### config.mk
export PLATFORM = sky130hd
export DESIGN_NAME = grr_seq
export DESIGN_NICKNAME = d
export VERILOG_FILES = /design/src/grr_pkg.sv /design/src/grr_seq.sv
export VERILOG_INCLUDE_DIRS = /design/src /design/src/src
export SDC_FILE = /design/constraint.sdc
export NUM_CORES = 1
export LEC_CHECK = 0
export BUFFER_PORTS_ARGS = -buffer_cell sky130_fd_sc_hd__clkbuf_2
export CORE_AREA = 3 3 130 132
export CTS_CLUSTER_DIAMETER = 30
export DETAILED_ROUTE_END_ITERATION = 16
export DIE_AREA = 0 0 133 135
export PLACE_DENSITY = 0.93
export SLEW_MARGIN = 30
export SYNTH_ARGS = -nofsm -noshare
export SYNTH_HDL_FRONTEND = slang
export SYNTH_SLANG_ARGS = --single-unit
### constraint.sdc
create_clock -name clk -period 4.79 [get_ports clk]
set_input_delay 0.958 -clock clk [delete_from_list [all_inputs] [get_ports clk]]
set_output_delay 0.958 -clock clk [all_outputs]
set_load 0.005 [all_outputs]
### src/grid_region_rotator_core_assert.svh
// Assertion macros for the grid region rotator RTL.
`ifndef GRID_REGION_ROTATOR_CORE_ASSERT_SVH
`define GRID_REGION_ROTATOR_CORE_ASSERT_SVH

`ifndef SYNTHESIS

// Property that must hold at every clock edge out of reset.
`define GRR_ASSERT(label, prop) \
    label: assert property (@(posedge clk) disable iff (!rst_n) (prop)) \
        else $error("grid rotator assertion failed");

// Same-cycle implication.
`define GRR_ASSERT_IMPLIES(label, ante, cons) \
    label: assert property (@(posedge clk) disable iff (!rst_n) (ante) |-> (cons)) \
        else $error("grid rotator implication failed");

// Next-cycle implication.
`define GRR_ASSERT_NEXT(label, ante, cons) \
    label: assert property (@(posedge clk) disable iff (!rst_n) (ante) |=> (cons)) \
        else $error("grid rotator next-cycle check failed");

`else

`define GRR_ASSERT(label, prop)
`define GRR_ASSERT_IMPLIES(label, ante, cons)
`define GRR_ASSERT_NEXT(label, ante, cons)

`endif

`endif

### src/grr_pkg.sv
// Package with payload types, codes and control structs of the grid region rotator.
package grr_pkg;

    localparam int VALUE_W = 13;
    localparam int SIDE_W  = 7;

    localparam logic [SIDE_W-1:0] SIDE_RESET = 7'd64;

    localparam logic [1:0] FUNC_FILL   = 2'd0;
    localparam logic [1:0] FUNC_ROTATE = 2'd1;
    localparam logic [1:0] FUNC_READ   = 2'd2;

    typedef struct packed {
        logic [1:0] func;
        logic [5:0] row;
        logic [5:0] col;
        logic [4:0] radius;
        logic       counter_clockwise;
    } req_t;

    typedef struct packed {
        logic [VALUE_W-1:0] cell_value;
        logic               status;
    } rsp_t;

    // Memory commands from the sequencer to the store
    typedef struct packed {
        logic grid_rd;
        logic grid_wr;
        logic buf_rd;
        logic to_buf;
        logic to_grid;
    } mem_ctl_t;

endpackage

### src/grr_seq.sv
// Sequencer: address stepping over grid and window, result register.
`include "grid_region_rotator_core_assert.svh"

module grr_seq #(
    parameter int MAX_SIDE = 64
) (
    input  logic                                   clk,
    input  logic                                   rst_n,
    input  logic [grr_pkg::SIDE_W-1:0]             side,
    input  logic                                   req_valid,
    output logic                                   req_ready,
    input  grr_pkg::req_t                          req_data,
    output logic                                   rsp_valid,
    input  logic                                   rsp_ready,
    output grr_pkg::rsp_t                          rsp_data,
    output grr_pkg::mem_ctl_t                      ctl,
    output logic [$clog2(MAX_SIDE*MAX_SIDE)-1:0]   grid_addr,
    output logic [grr_pkg::VALUE_W-1:0]            grid_wdata,
    output logic [((((MAX_SIDE > 63) ? 63 : ((MAX_SIDE % 2 == 1) ? MAX_SIDE : MAX_SIDE - 1))
                   ** 2 > 1) ? $clog2(((MAX_SIDE > 63) ? 63 : ((MAX_SIDE % 2 == 1) ?
                   MAX_SIDE : MAX_SIDE - 1)) ** 2) : 1)-1:0] buf_addr,
    input  logic [grr_pkg::VALUE_W-1:0]            grid_rdata
);

    localparam int ADDR_W    = $clog2(MAX_SIDE * MAX_SIDE);
    localparam int CALC_W    = ADDR_W + 8;
    localparam int WIN_MAX   = (MAX_SIDE > 63) ? 63 :
                               ((MAX_SIDE % 2 == 1) ? MAX_SIDE : MAX_SIDE - 1);
    localparam int BUF_DEPTH = WIN_MAX * WIN_MAX;
    localparam int BUF_AW    = (BUF_DEPTH > 1) ? $clog2(BUF_DEPTH) : 1;
    localparam int BCALC_W   = 13;
    localparam int SW        = grr_pkg::SIDE_W;

    typedef enum logic [7:0] {
        S_IDLE     = 8'b0000_0001,
        S_FILL     = 8'b0000_0010,
        S_COPY     = 8'b0000_0100,
        S_COPY_END = 8'b0000_1000,
        S_MOVE     = 8'b0001_0000,
        S_MOVE_END = 8'b0010_0000,
        S_CELL     = 8'b0100_0000,
        S_DONE     = 8'b1000_0000
    } state_t;

    state_t                      state_reg, state_next;
    logic                        rsp_valid_reg, rsp_valid_next;
    grr_pkg::rsp_t               rsp_reg, rsp_next;
    logic [SW-1:0]               i_reg, i_next;
    logic [SW-1:0]               j_reg, j_next;
    logic [SW-1:0]               lim_reg, lim_next;
    logic [ADDR_W-1:0]           gaddr_reg, gaddr_next;
    logic [ADDR_W-1:0]           gstart_reg, gstart_next;
    logic [ADDR_W-1:0]           grow_step_reg, grow_step_next;
    logic [grr_pkg::VALUE_W-1:0] value_reg, value_next;
    logic [BUF_AW-1:0]           baddr_reg, baddr_next;
    logic [BUF_AW-1:0]           bbase_reg, bbase_next;
    logic [BUF_AW-1:0]           brow_step_reg, brow_step_next;
    logic                        ccw_reg, ccw_next;
    logic                        rd_ok_reg, rd_ok_next;
    logic                        status_reg, status_next;

    // Decode of an incoming item
    logic [SW-1:0]     row7, col7, rad7, w7;
    logic              win_ok, cell_ok;
    logic [5:0]        top6, left6;
    logic [ADDR_W-1:0] win_start, cell_start;
    logic [BUF_AW-1:0] cw_base, ccw_base;

    // Sweep stepping
    logic [SW-1:0]     lim_m1;
    logic              row_last, all_last;
    logic [BUF_AW-1:0] bbase_step;
    logic [2:0]        access_vec;

    // Window bounds and start addresses
    always_comb
    begin
        row7    = {1'b0, req_data.row};
        col7    = {1'b0, req_data.col};
        rad7    = {2'b00, req_data.radius};
        w7      = {1'b0, req_data.radius, 1'b1};
        win_ok  = (row7 >= rad7) && (col7 >= rad7) &&
                  ((row7 + rad7) < side) && ((col7 + rad7) < side);
        cell_ok = (row7 < side) && (col7 < side);
        top6    = req_data.row - {1'b0, req_data.radius};
        left6   = req_data.col - {1'b0, req_data.radius};
        win_start  = ADDR_W'(CALC_W'(top6) * CALC_W'(MAX_SIDE) + CALC_W'(left6));
        cell_start = ADDR_W'(CALC_W'(req_data.row) * CALC_W'(MAX_SIDE) +
                             CALC_W'(req_data.col));
        cw_base  = BUF_AW'(BCALC_W'({req_data.radius, 1'b0}) * BCALC_W'(WIN_MAX));
        ccw_base = BUF_AW'(BCALC_W'({req_data.radius, 1'b0}));
    end

    // End-of-row and end-of-sweep detection
    always_comb
    begin
        lim_m1     = lim_reg - SW'(1);
        row_last   = (j_reg == lim_m1);
        all_last   = row_last && (i_reg == lim_m1);
        bbase_step = ccw_reg ? (bbase_reg - BUF_AW'(1)) : (bbase_reg + BUF_AW'(1));
    end

    // Next-state logic
    always_comb
    begin
        state_next     = state_reg;
        rsp_valid_next = rsp_valid_reg;
        rsp_next       = rsp_reg;
        i_next         = i_reg;
        j_next         = j_reg;
        lim_next       = lim_reg;
        gaddr_next     = gaddr_reg;
        gstart_next    = gstart_reg;
        grow_step_next = grow_step_reg;
        value_next     = value_reg;
        baddr_next     = baddr_reg;
        bbase_next     = bbase_reg;
        brow_step_next = brow_step_reg;
        ccw_next       = ccw_reg;
        rd_ok_next     = rd_ok_reg;
        status_next    = status_reg;

        if (rsp_valid_reg && rsp_ready)
        begin
            rsp_valid_next = 1'b0;
        end

        case (state_reg)
            S_IDLE:
            begin
                if (req_valid)
                begin
                    i_next      = '0;
                    j_next      = '0;
                    rd_ok_next  = 1'b0;
                    status_next = 1'b0;
                    case (req_data.func)
                        grr_pkg::FUNC_FILL:
                        begin
                            lim_next       = side;
                            gaddr_next     = '0;
                            value_next     = grr_pkg::VALUE_W'(1);
                            grow_step_next = ADDR_W'(MAX_SIDE + 1) - ADDR_W'(side);
                            state_next     = (side == '0) ? S_DONE : S_FILL;
                        end
                        grr_pkg::FUNC_ROTATE:
                        begin
                            lim_next       = w7;
                            gaddr_next     = win_start;
                            gstart_next    = win_start;
                            grow_step_next = ADDR_W'(MAX_SIDE + 1) - ADDR_W'(w7);
                            baddr_next     = '0;
                            brow_step_next = BUF_AW'(WIN_MAX + 1) - BUF_AW'(w7);
                            ccw_next       = req_data.counter_clockwise;
                            bbase_next     = req_data.counter_clockwise ? ccw_base : cw_base;
                            status_next    = !win_ok;
                            state_next     = win_ok ? S_COPY : S_DONE;
                        end
                        grr_pkg::FUNC_READ:
                        begin
                            gaddr_next  = cell_start;
                            rd_ok_next  = cell_ok;
                            status_next = !cell_ok;
                            state_next  = cell_ok ? S_CELL : S_DONE;
                        end
                        default:
                        begin
                            state_next = S_DONE;
                        end
                    endcase
                end
            end

            S_FILL, S_COPY, S_MOVE:
            begin
                // Shared row-major stepping over the current square
                value_next = value_reg + grr_pkg::VALUE_W'(1);
                if (row_last)
                begin
                    j_next     = '0;
                    i_next     = i_reg + SW'(1);
                    gaddr_next = gaddr_reg + grow_step_reg;
                end
                else
                begin
                    j_next     = j_reg + SW'(1);
                    gaddr_next = gaddr_reg + ADDR_W'(1);
                end

                // Buffer address: straight in copy, transposed walk in move
                if (state_reg == S_COPY)
                begin
                    baddr_next = row_last ? (baddr_reg + brow_step_reg)
                                          : (baddr_reg + BUF_AW'(1));
                end
                else if (state_reg == S_MOVE)
                begin
                    if (row_last)
                    begin
                        bbase_next = bbase_step;
                        baddr_next = bbase_step;
                    end
                    else
                    begin
                        baddr_next = ccw_reg ? (baddr_reg + BUF_AW'(WIN_MAX))
                                             : (baddr_reg - BUF_AW'(WIN_MAX));
                    end
                end

                if (all_last)
                begin
                    case (state_reg)
                        S_FILL:  state_next = S_DONE;
                        S_COPY:  state_next = S_COPY_END;
                        default: state_next = S_MOVE_END;
                    endcase
                end
            end

            S_COPY_END:
            begin
                i_next     = '0;
                j_next     = '0;
                gaddr_next = gstart_reg;
                baddr_next = bbase_reg;
                state_next = S_MOVE;
            end

            S_MOVE_END, S_CELL:
            begin
                state_next = S_DONE;
            end

            S_DONE:
            begin
                if (!rsp_valid_reg || rsp_ready)
                begin
                    rsp_next.cell_value = rd_ok_reg ? grid_rdata : '0;
                    rsp_next.status     = status_reg;
                    rsp_valid_next      = 1'b1;
                    state_next          = S_IDLE;
                end
            end

            default:
            begin
                state_next = S_IDLE;
            end
        endcase
    end

    // Control registers
    always_ff @(posedge clk or negedge rst_n)
    begin
        if (!rst_n)
        begin
            state_reg     <= S_IDLE;
            rsp_valid_reg <= 1'b0;
        end
        else
        begin
            state_reg     <= state_next;
            rsp_valid_reg <= rsp_valid_next;
        end
    end

    // Datapath registers
    always_ff @(posedge clk)
    begin
        rsp_reg       <= rsp_next;
        i_reg         <= i_next;
        j_reg         <= j_next;
        lim_reg       <= lim_next;
        gaddr_reg     <= gaddr_next;
        gstart_reg    <= gstart_next;
        grow_step_reg <= grow_step_next;
        value_reg     <= value_next;
        baddr_reg     <= baddr_next;
        bbase_reg     <= bbase_next;
        brow_step_reg <= brow_step_next;
        ccw_reg       <= ccw_next;
        rd_ok_reg     <= rd_ok_next;
        status_reg    <= status_next;
    end

    // Memory commands
    always_comb
    begin
        ctl.grid_wr = (state_reg == S_FILL);
        ctl.grid_rd = (state_reg == S_COPY) || (state_reg == S_CELL);
        ctl.buf_rd  = (state_reg == S_MOVE);
        ctl.to_buf  = (state_reg == S_COPY);
        ctl.to_grid = (state_reg == S_MOVE);
        access_vec  = {ctl.grid_wr, ctl.grid_rd, ctl.buf_rd};
    end

    assign grid_addr  = gaddr_reg;
    assign grid_wdata = value_reg;
    assign buf_addr   = baddr_reg;
    assign req_ready  = (state_reg == S_IDLE);
    assign rsp_valid  = rsp_valid_reg;
    assign rsp_data   = rsp_reg;

    // Checks
    `GRR_ASSERT_NEXT(a_accept_leaves_idle, req_valid && req_ready, state_reg != S_IDLE)
    `GRR_ASSERT(a_one_access, $onehot0(access_vec))
    `GRR_ASSERT_IMPLIES(a_col_in_window,
        (state_reg == S_FILL) || (state_reg == S_COPY) || (state_reg == S_MOVE),
        (j_reg < lim_reg) && (i_reg < lim_reg))
    `GRR_ASSERT_NEXT(a_done_loads, (state_reg == S_DONE) && !rsp_valid_reg,
        rsp_valid_reg && (state_reg == S_IDLE))

endmodule

==> results.cfg, run 1 <==
[timing]
tightest_slew_ps = 911.4
max_slew_margin_pct = 39.24
period_minus_slack_ps = 4840
slew_viol_final = 0
fin_crit_sh_pct = 101.0
finalHoldViolations = 0
tns_ps = -49.60
fmax_mhz = 206.6
setup_viol = 1
finClkSkew_ps = 9.111
layout_setup_ws_ps = -49.60

[critical_path]
end_kind = flip-flop
startpoint_type = flip-flop
reg2reg_to = grid_addr[11]$_DFFE_PP_
critPathKind = flip-flop to flip-flop
cp.arrival_ps = 4990
worst_r2r_path_depth = 16
worstPathRequired_ps = 4940
critical_path.reg2reg.startpoint = lim_reg[0]$_SDFFCE_PP1P_
worst-r2r-setup-slack_ps = -50
critical_path_peak_fanout = 13

[drt]
post_drt_wl_per_cell_um = 19.32
wl_um = 25010
postRouteAntennaNets = 0
drt_pass1_iterations = 6
num_vias = 8050
vias_per_cell = 6.221
route.detailed.drc = 0
drt-initial-drc-count = 804

[clocking]
cts_htree_levels = 4
clkTransAtPathRegs_ps = 60
clock_sinks = 120
postCtsSetupBuffers = 0
cts_tree = done
numCtsBuffers = 17
clock_latency_ps = 420
root_buffer = clkbuf_16
clockBufferDepth = 2

[synthesis]
synth_area_um2 = 9583
synth_most_common_cell = edfxtp_1
synth_top_area_cell = edfxtp_1
yosysSeqAreaShare_pct = 37.15
synth_cell_type_count = 71
synth_edf_count = 111
synth_fp_nets = 1124
synth_top_flop_cell = edfxtp_1
yosys-top-cells-count = edfxtp_1, ha_1, nor2_1
synth_top_cell_area_share_pct = 34.78
yosys_warnings = 0
syn_area_per_cell_um2 = 10.02
synth_seq_cells = 120
async_flop_share_pct = 7.500
synth_cells = 956
yosys-top-cells-area = edfxtp_1, ha_1, xnor2_1, xor2_1, fa_1

[final_layout]
fin_nets = 1233
diodes = 0
final_layout_size_suffix_gt1_share_pct = 16.42
fillers = 1049
largest_register_ffs = 14
syn_to_final_growth_pct = 14.53

[die]
die_w_um = 133
rows = 46
initial_core_util_pct = 60.55
die_area_um2 = 17960
io_pins = 102
die_y_um = 135
core_area_um2 = 15830

[grt]
grt_pass1_wl_um = 39890
grt_use_total_pct = 27.81
grt_pass1_vias = 7823
grt_overflow = 0
grt_max_degree = 44
grt_antenna_before_repair = 0

[place]
dpl_worst_slack_ps = 92.96
port-buffer-count = 101
place_congestion = 0.9656
dp_hpwl_um = 17660

[power]
swShare_pct = 39.51
peakVddDrop_mv = 0.2813
seqPwrFrac_pct = 33.9
comb_power_share_pct = 43.8
power_leakage_nw = 4.719
p_clk_share_pct = 22.2
switchingPower_mw = 2.206
powerDensity_nw_per_um2 = 508.7
intPower_mw = 3.377

[outcome]
status = finished with violations
violations = setup timing

[hold_path]
hp-class = primary input to async pin

[job]
maxCapViolations = 0
-- how the worst max path moves through the flow --
stage	to	depth (start not counted)	start	slack (ps)
after global placement	bbase_reg[11]$_DFFE_PP_	15	req_data[3]	170
after global routing	grid_addr[11]$_DFFE_PP_	16	lim_reg[0]$_SDFFCE_PP1P_	-230
after CTS	grid_addr[10]$_DFFE_PP_	17	lim_reg[0]$_SDFFCE_PP1P_	280
after detailed placement	status_reg$_SDFFCE_PN0P_	20	req_data[3]	90
after floorplan	bbase_reg[11]$_DFFE_PP_	14	req_data[3]	340
final	grid_addr[11]$_DFFE_PP_	16	lim_reg[0]$_SDFFCE_PP1P_	-50
-- cell type report --
| cell class | count | area (µm²) | area share, % |
|---|---|---|---|
| multi-input cells | 752 | 5722 | 52.13 |
| repair buffers | 120 | 648.1 | 5.905 |
| clock inverters | 12 | 126.4 | 1.151 |
| clock buffers | 20 | 446.7 | 4.070 |
| inverters | 54 | 202.7 | 1.847 |
| flip-flops and latches | 120 | 3560 | 32.43 |
| well taps | 216 | 270.3 | 2.462 |
-- through the flow --
stage / power (mW) / hold slack, ps / utilization [%] / area [µm²] / cells
2_1_floorplan: 3.489 / 400.3 / - / 9583 / 956
4_1_cts: 5.532 / 379.3 / 69.31 / 10970 / 1294
5_1_grt: 5.896 / 393.3 / 69.34 / 10980 / 1294
6_report: 5.583 / 387.4 / 69.34 / 10980 / 1294
3_5_place_dp: 4.218 / 419.7 / 65.69 / 10400 / 1262
3_3_place_gp: 4.102 / 418.7 / 65.68 / 10400 / 1262
-- logic make-up after synthesis --
| family | Yosys count | synth area share [%] |
|---|---|---|
| muxes | 5 | 0.5353 |
| buffers and inverters | 84 | 3.421 |
| AOI/OAI and AO/OA | 228 | 15.76 |
| adders and majority gates | 124 | 17.52 |
| and+or+nand+nor | 282 | 14.55 |
| DFF | 120 | 37.15 |
| xor gates and xnor gates | 113 | 11.07 |
-- layout by cell type (no fill, tap or decap), types with 7 or more instances in the layout --
cell       Yosys  routed
a211oi_1      12      12
a21o_1        22      22
a21oi_1       57      57
a22oi_1       20      20
and2_1        29      29
and3_1        12      12
buf_4          1      19
clkbuf_16      0      17
clkbuf_2       0     101
dfrtp_1        8       8
edfxtp_1     111     111
fa_1          17      17
ha_1         107     107
inv_1         53      53
nand2_1       70      70
nand3_1       28      28
nor2_1        80      78
nor2b_1        7       7
nor3_1        17      16
o21ai_0       55      55
o21bai_1      10      10
o31ai_1        7       7
xnor2_1       63      63
xor2_1        45      45
-- layer usage --
layer	track usage, %	share of wire (%)	vias up	routed length [µm]
met4	12.36	4.1	0	1031
met3	4.732	8.8	101	2195
li1	-	-	3678	-
met2	46.02	48	493	12050
met1	36.15	39	3778	9725
met5	0	0	-	0
-- power by group through the flow --
stage / clock network (mW) / logic (mW) / registers [mW]
3_5_place_dp: 0 / 2.32 / 1.89
2_1_floorplan: 0 / 1.68 / 1.81
3_3_place_gp: 0 / 2.23 / 1.88
5_1_grt: 1.29 / 2.67 / 1.93
4_1_cts: 1.25 / 2.40 / 1.88
6_report: 1.24 / 2.45 / 1.89
-- repair_timing --
action	CTS	global route
gates resized for setup	0	1
endpoints found under the setup margin	0	1
hold buffers	0	0
-- worst max-delay path: stages, from the launching register on --
cell	delay (ps)
edfxtp_1	480
inv_1	100
ha_1	260
nor3b_2	290
nor3b_2	280
xnor3_2	340
and3_2	310
and2_1	220
ha_1	390
and3_1	200
a21oi_1	80
a31oi_1	470
nor3_2	130
nor4b_1	540
a311oi_1	140
xnor2_1	210
o221ai_1	130
(Power assumes the default switching activity.)
==> inputs of run 2 (changes only) <==
--- a/config.mk
+++ b/config.mk
@@ -6,11 +6,13 @@
 export SDC_FILE = /design/constraint.sdc
 export NUM_CORES = 1
 export LEC_CHECK = 0
+export ABC_AREA = 1
 export BUFFER_PORTS_ARGS = -buffer_cell sky130_fd_sc_hd__clkbuf_2
-export CORE_AREA = 3 3 130 132
+export CORE_AREA = 3 3 132 134
 export CTS_CLUSTER_DIAMETER = 30
 export DETAILED_ROUTE_END_ITERATION = 16
-export DIE_AREA = 0 0 133 135
+export DIE_AREA = 0 0 135 137
+export MAX_ROUTING_LAYER = met4
 export PLACE_DENSITY = 0.93
 export SLEW_MARGIN = 30
 export SYNTH_ARGS = -nofsm -noshare
==> run 2 against run 1 <==
  * The run now ends clean
  * Fmax is 15% higher
  * Sequential power decreased by 5%
  * Clock skew down 0.64 ps
  * Critical path depth rose by 8
  * Routed wire length increased by 7.1%
  * Clock-buffer cell count decreased by 2
  * Synthesized cell count rose by 27%
  * Largest cell class unchanged
  * Largest power group unchanged
  * Highest routed layer unchanged
==> results.cfg, run 2 <==
[power]
peakVddDrop_mv = 0.2572
power_leakage_nw = 5.561
finalPower_mw = 5.303
powerDensity_nw_per_um2 = 467.4

[die]
die_y_um = 137
rows = 47
initial_core_util_pct = 60.74
io_pins = 102
core_area_um2 = 16410
die_area_um2 = 18500
die_w_um = 135

[drt]
postRouteAntennaNets = 0
post_drt_wl_per_cell_um = 17.22
drt-initial-drc-count = 1043
wl_um = 26780
vias_per_cell = 5.898
num_vias = 9172
drt_pass1_iterations = 7
route.detailed.drc = 0

[grt]
grt_overflow = 0
grt_antenna_before_repair = 0
grt_use_total_pct = 29.93
grt_pass1_vias = 8682
grt_max_degree = 48
grt_pass1_wl_um = 42690

[clocking]
cts_resized = 0
holdBufCountCts = 0
clock_latency_ps = 420
cts_htree_levels = 4
root_buffer = clkbuf_16
clock_sinks = 120
numCtsBuffers = 17
postCtsSetupBuffers = 0
clockBufferDepth = 2
clkTransAtPathRegs_ps = 60
cts_tree = done

[synthesis]
yosys.area_share.xor_xnor_pct = 5.009
yosys_warnings = 0
synth_cell_type_count = 51
synth_top_cell_area_share_pct = 33.45
syn_area_per_cell_um2 = 8.229
synth-simple-area-share_pct = 22.69
synth_adder_area_share_pct = 16.85
synth_edf_count = 111
yosys-mux-area-fraction_pct = 0
synth_area_um2 = 9966
synth_top_flop_cell = edfxtp_1
synth_cells = 1211
yosysSeqAreaShare_pct = 35.72
async_flop_share_pct = 7.500
synth_fp_nets = 1379
synth_seq_cells = 120
yosys-top-cells-count = nand2_1, inv_1, edfxtp_1
synth_top_family_by_area = simple AND/OR/NAND/NOR gates
yosys-top-cells-area = edfxtp_1, ha_1, nand2_1, inv_1, a21oi_1
synth_most_common_cell = nand2_1
synth_compound_area_share_pct = 11.55
synth_top_area_cell = edfxtp_1

[critical_path]
startpoint = lim_reg[0]$_SDFFCE_PP1P_
worstPathRequired_ps = 4950
critical_path.reg2reg.startpoint = lim_reg[0]$_SDFFCE_PP1P_
cp.arrival_ps = 4380
critPathKind = flip-flop to flip-flop
critical_path_peak_fanout = 23
reg2reg_to = grid_addr[10]$_DFFE_PP_
worst_r2r_path_depth = 24
worst-r2r-setup-slack_ps = 580
startpoint_type = flip-flop
critPathCapture = grid_addr[10]$_DFFE_PP_
end_kind = flip-flop

[timing]
finalHoldViolations = 0
rsz0062_at_grt = false
tns_ps = 0
tightest_slew_ps = 773.3
slew_viol_final = 0
max_slew_margin_pct = 48.39
finClkSkew_ps = 8.468
setup_viol = 0
fmax_mhz = 237.4
layout_setup_ws_ps = 578.3
fin_crit_sh_pct = 87.93
hold_ws_ps = 383.1
period_minus_slack_ps = 4212

[place]
place_congestion = 0.9713
placed_cell_area_um2 = 10760
port-buffer-count = 101
dpl_worst_slack_ps = 223.1
dp_hpwl_um = 20350
dp_cells = 1523

[final_layout]
largest_register_ffs = 14
fin_nets = 1490
postLayoutCoreUtil_pct = 69.15
final_layout_size_suffix_gt1_share_pct = 14.31
fin_area_um2 = 11350
final_cell_mix = nand2_1, inv_1, edfxtp_1
syn_to_final_growth_pct = 13.85
diodes = 0
layout_commonest_cell = nand2_1
final_cells = 1555

[hold_path]
hp-class = primary input to async pin

[outcome]
status = completed

[job]
maxCapViolations = 0
[run 2: power by group]
group / switching [mW] / internal [mW]
Combinational: 1.41 / 0.814
Clock: 0.473 / 0.809
Sequential: 0.263 / 1.53
Total: 2.15 / 3.15
[run 2: final cells by class]
type | count | area (µm²)
clock buffer | 18 | 429.2
fill | 1214 | 5061
multi-input combinational | 881 | 5604
sequential | 120 | 3560
tap | 220 | 275.3
timing repair buffer | 114 | 603.1
inverter | 188 | 718.2
clock inverter | 14 | 156.4
[run 2: logic make-up after synthesis]
family                     Yosys count
AOI/OAI and AO/OA                  204
and+or+nand+nor                    496
adders and majority gates          124
xor gates and xnor gates            57
DFF                                120
buffers and inverters              210
[run 2: layer usage]
layer,global-route usage (%),vias to the layer above,share of wire [%]
met5,-,-,0
met3,5.331,81,9.1
met1,37.44,4261,39
met4,12.43,0,3.5
met2,48.42,530,48
li1,-,4300,-
[run 2: worst min path at each step]
stage                             to                startpoint
5_1_grt          rsp_valid$_DFF_PN0_                     rst_n
3_5_place_dp   rsp_data[0]$_DFFE_PP_  status_reg$_SDFFCE_PN0P_
3_3_place_gp   rsp_data[0]$_DFFE_PP_  status_reg$_SDFFCE_PN0P_
6_report         rsp_valid$_DFF_PN0_                     rst_n
4_1_cts          rsp_valid$_DFF_PN0_                     rst_n
2_1_floorplan  rsp_data[0]$_DFFE_PP_  status_reg$_SDFFCE_PN0P_
[run 2: critical path, stage by stage (launching register included)]
cell and delay, ps:
edfxtp_1 470, inv_2 150, ha_1 280, nand2_1 90
nand2_1 80, nand2_1 100, nand2_1 110, nand3_2 100
nor2_4 220, nand2_4 210, or2_2 330, ha_1 210
fa_1 410, nand3_1 120, nand2_1 60, nand2_1 80
nand2_1 50, a21oi_1 150, nor2_1 90, o21ai_1 130
o21ai_1 120, nand3_1 110, nand3_1 80, nand3_1 100
nand2_1 60
==> inputs of run 3 (changes only) <==
--- a/config.mk
+++ b/config.mk
@@ -8,10 +8,11 @@
 export LEC_CHECK = 0
 export ABC_AREA = 1
 export BUFFER_PORTS_ARGS = -buffer_cell sky130_fd_sc_hd__clkbuf_2
-export CORE_AREA = 3 3 132 134
+export CORE_AREA = 2 2 131 133
 export CTS_CLUSTER_DIAMETER = 30
 export DETAILED_ROUTE_END_ITERATION = 16
-export DIE_AREA = 0 0 135 137
+export DIE_AREA = 0 0 133 135
+export GPL_TIMING_DRIVEN = 0
 export MAX_ROUTING_LAYER = met4
 export PLACE_DENSITY = 0.93
 export SLEW_MARGIN = 30
==> run 3 against run 2 <==
  * Non-clock buffer count increased by 9
  * Hold slack got worse by 9.8 ps
  * Sequential power hardly changed
  * Combinational power is essentially flat
  * Fmax fell by 4.2%
  * First-iteration DRC count grew 13%
  * Die area fell by 2.9%
  * Worst setup slack got worse by 190 ps
  * Routed wire length increased by 2.5%
==> results.cfg, run 3 (synthesis gave the netlist of run 2 again) <==
[outcome]
status = completed

[drt]
num_vias = 9266
vias_per_cell = 5.925
wl_um = 27460
postRouteAntennaNets = 0
drt-initial-drc-count = 1177
post_drt_wl_per_cell_um = 17.56
route.detailed.drc = 0
drt_pass1_iterations = 6

[critical_path]
worstPathRequired_ps = 4970
critical-path-top-delay-family = adder cells
crit_slowest_cell = fa_1
startpoint_type = primary input
worst-r2r-setup-slack_ps = 430
critPathMostFrequentCell = nand2_1
cp.arrival_ps = 4570
cp_num_buf_inv = 3
end_kind = flip-flop
critical_path.reg2reg.startpoint = lim_reg[0]$_SDFFCE_PP1P_
critical_path_peak_fanout = 9
crit_path_max_incr_delay_ps = 700
worstPathCellList = clkbuf_2 -> fa_1 -> inv_1 -> fa_1 -> fa_1 -> inv_1 -> ha_1 -> nand3_1 -> nand2_1 -> nand2_1 -> nand2_1 -> a21boi_0 -> nor2_1 -> o21ai_0 -> nand2_1 -> xor2_1 -> o21ai_0
reg2reg_to = grid_addr[10]$_DFFE_PP_
worst_r2r_path_depth = 27
critPathKind = primary input to flip-flop

[clocking]
cts_resized = 0
clock_sinks = 120
root_buffer = clkbuf_16
clockBufferDepth = 2
numCtsBuffers = 17
cts_tree = done
clock_latency_ps = 440
clkTransAtPathRegs_ps = 60
cts_htree_levels = 4

[die]
die_w_um = 133
die_area_um2 = 17960
die_y_um = 135
io_pins = 102
rows = 47
initial_core_util_pct = 60.74
core_area_um2 = 16410

[final_layout]
largest_register_ffs = 14
syn_to_final_growth_pct = 13.86
fin_area_um2 = 11350
layout_commonest_cell = nand2_1
final_layout_size_suffix_gt1_share_pct = 14.36
fin_nets = 1499
final_cell_mix = nand2_1, inv_1, edfxtp_1
diodes = 0

[power]
comb_power_share_pct = 42.2
intPower_mw = 3.109
swShare_pct = 40.86
powerDensity_nw_per_um2 = 463.3
p_clk_share_pct = 23.7
peakVddDrop_mv = 0.2986
seqPwrFrac_pct = 34.1
power_leakage_nw = 5.568
switchingPower_mw = 2.148

[timing]
max_slew_margin_pct = 33.27
hold_ws_ps = 373.3
slew_viol_final = 0
setup_viol = 0
rsz0062_at_grt = false
finClkSkew_ps = 8.934
fin_crit_sh_pct = 91.81
fmax_mhz = 227.4
tightest_slew_ps = 999.9
period_minus_slack_ps = 4398
finalHoldViolations = 0

[place]
place_congestion = 0.9738
dp_hpwl_um = 20370
placed_cell_area_um2 = 10770
port-buffer-count = 101

[grt]
grt_pass1_vias = 8896
grt_overflow = 0
grt_antenna_before_repair = 0
grt_pass1_wl_um = 43590
grt_max_degree = 21
grt_use_total_pct = 32.12

[job]
maxCapViolations = 0

[hold_path]
hp-class = primary input to async pin
[run 3: cell types whose count changed in the layout (fill, tap and decap cells not counted), sizes merged]
cell | before | now
buf | 13 | 9
clkbuf | 119 | 136
bufinv | 3 | 1
clkinvlp | 5 | 3
[run 3: worst max-delay path by stage]
stage / slack, ps / startpoint / depth (start not counted) / end
finish: 390 / req_data[3] / 17 / bbase_reg[11]$_DFFE_PP_
detailed placement: -10 / req_data[3] / 17 / bbase_reg[11]$_DFFE_PP_
global placement: 130 / req_data[3] / 16 / bbase_reg[10]$_DFFE_PP_
floorplan: 630 / req_data[3] / 15 / bbase_reg[10]$_DFFE_PP_
CTS: 430 / lim_reg[0]$_SDFFCE_PP1P_ / 23 / buf_addr[10]$_SDFFCE_PP0P_
global route: 140 / req_data[3] / 17 / bbase_reg[11]$_DFFE_PP_
[run 3: per-stage QoR]
stage          worst slack [ps]  utilization, %  cells  setup TNS (ps)  total power [mW]
2_1_floorplan             629.0               -   1211               0             3.254
3_3_place_gp              127.0           65.50   1532               0             3.828
3_5_place_dp             -10.71           65.64   1533          -10.71             3.941
4_1_cts                   426.7           69.17   1565               0             5.212
5_1_grt                   137.7           69.16   1564               0             5.555
6_report                  392.3           69.16   1564               0             5.257
[run 3: power by group through the flow]
stage / clock [mW] / sequential, mW / combinational [mW]
finish: 1.25 / 1.79 / 2.22
global route: 1.29 / 1.82 / 2.44
CTS: 1.24 / 1.78 / 2.18
detailed placement: 0 / 1.80 / 2.14
global placement: 0 / 1.79 / 2.04
floorplan: 0 / 1.74 / 1.52
[run 3: metal layers]
layer | vias up | global-route usage (%) | wire length, µm
met2 | 571 | 52.56 | 13160
met3 | 142 | 5.030 | 2714
met5 | - | - | 0
li1 | 4318 | - | -
met4 | 0 | 16.79 | 1294
met1 | 4235 | 38.68 | 10300
[run 3: worst reg2reg max path, cell delays in order (launching register included)]
cell	delay [ps]
edfxtp_1	450
inv_2	150
ha_1	280
inv_1	80
nand2_2	80
nand2_2	60
nand2_1	50
nand2_1	60
nor2_2	110
nand3_2	100
nor2_4	180
nand2_4	120
buf_2	260
or2_2	330
ha_1	210
fa_1	420
nand3_1	120
nand2_1	70
nand2_1	100
nand2_1	60
a21oi_1	170
nor2_1	100
o21ai_1	130
o21ai_1	110
nand3_1	100
nand3_1	70
nand3_1	80
nand2_1	50
[run 3: final cells by class]
cell class	instances	area, µm²
Multi-Input combinational cell	881	5608
Sequential cell	120	3560
Tap cell	220	275.3
Clock buffer	22	485.5
Fill cell	1159	5060
Inverter	188	718.2
Timing Repair Buffer	102	513.0
Clock inverter	10	93.84
Buffer	21	93.84
[run 3: timing repair]
action	4_1_cts	5_1_grt
setup buffers	0	0
hold buffers	0	0
setup endpoints to repair	0	1
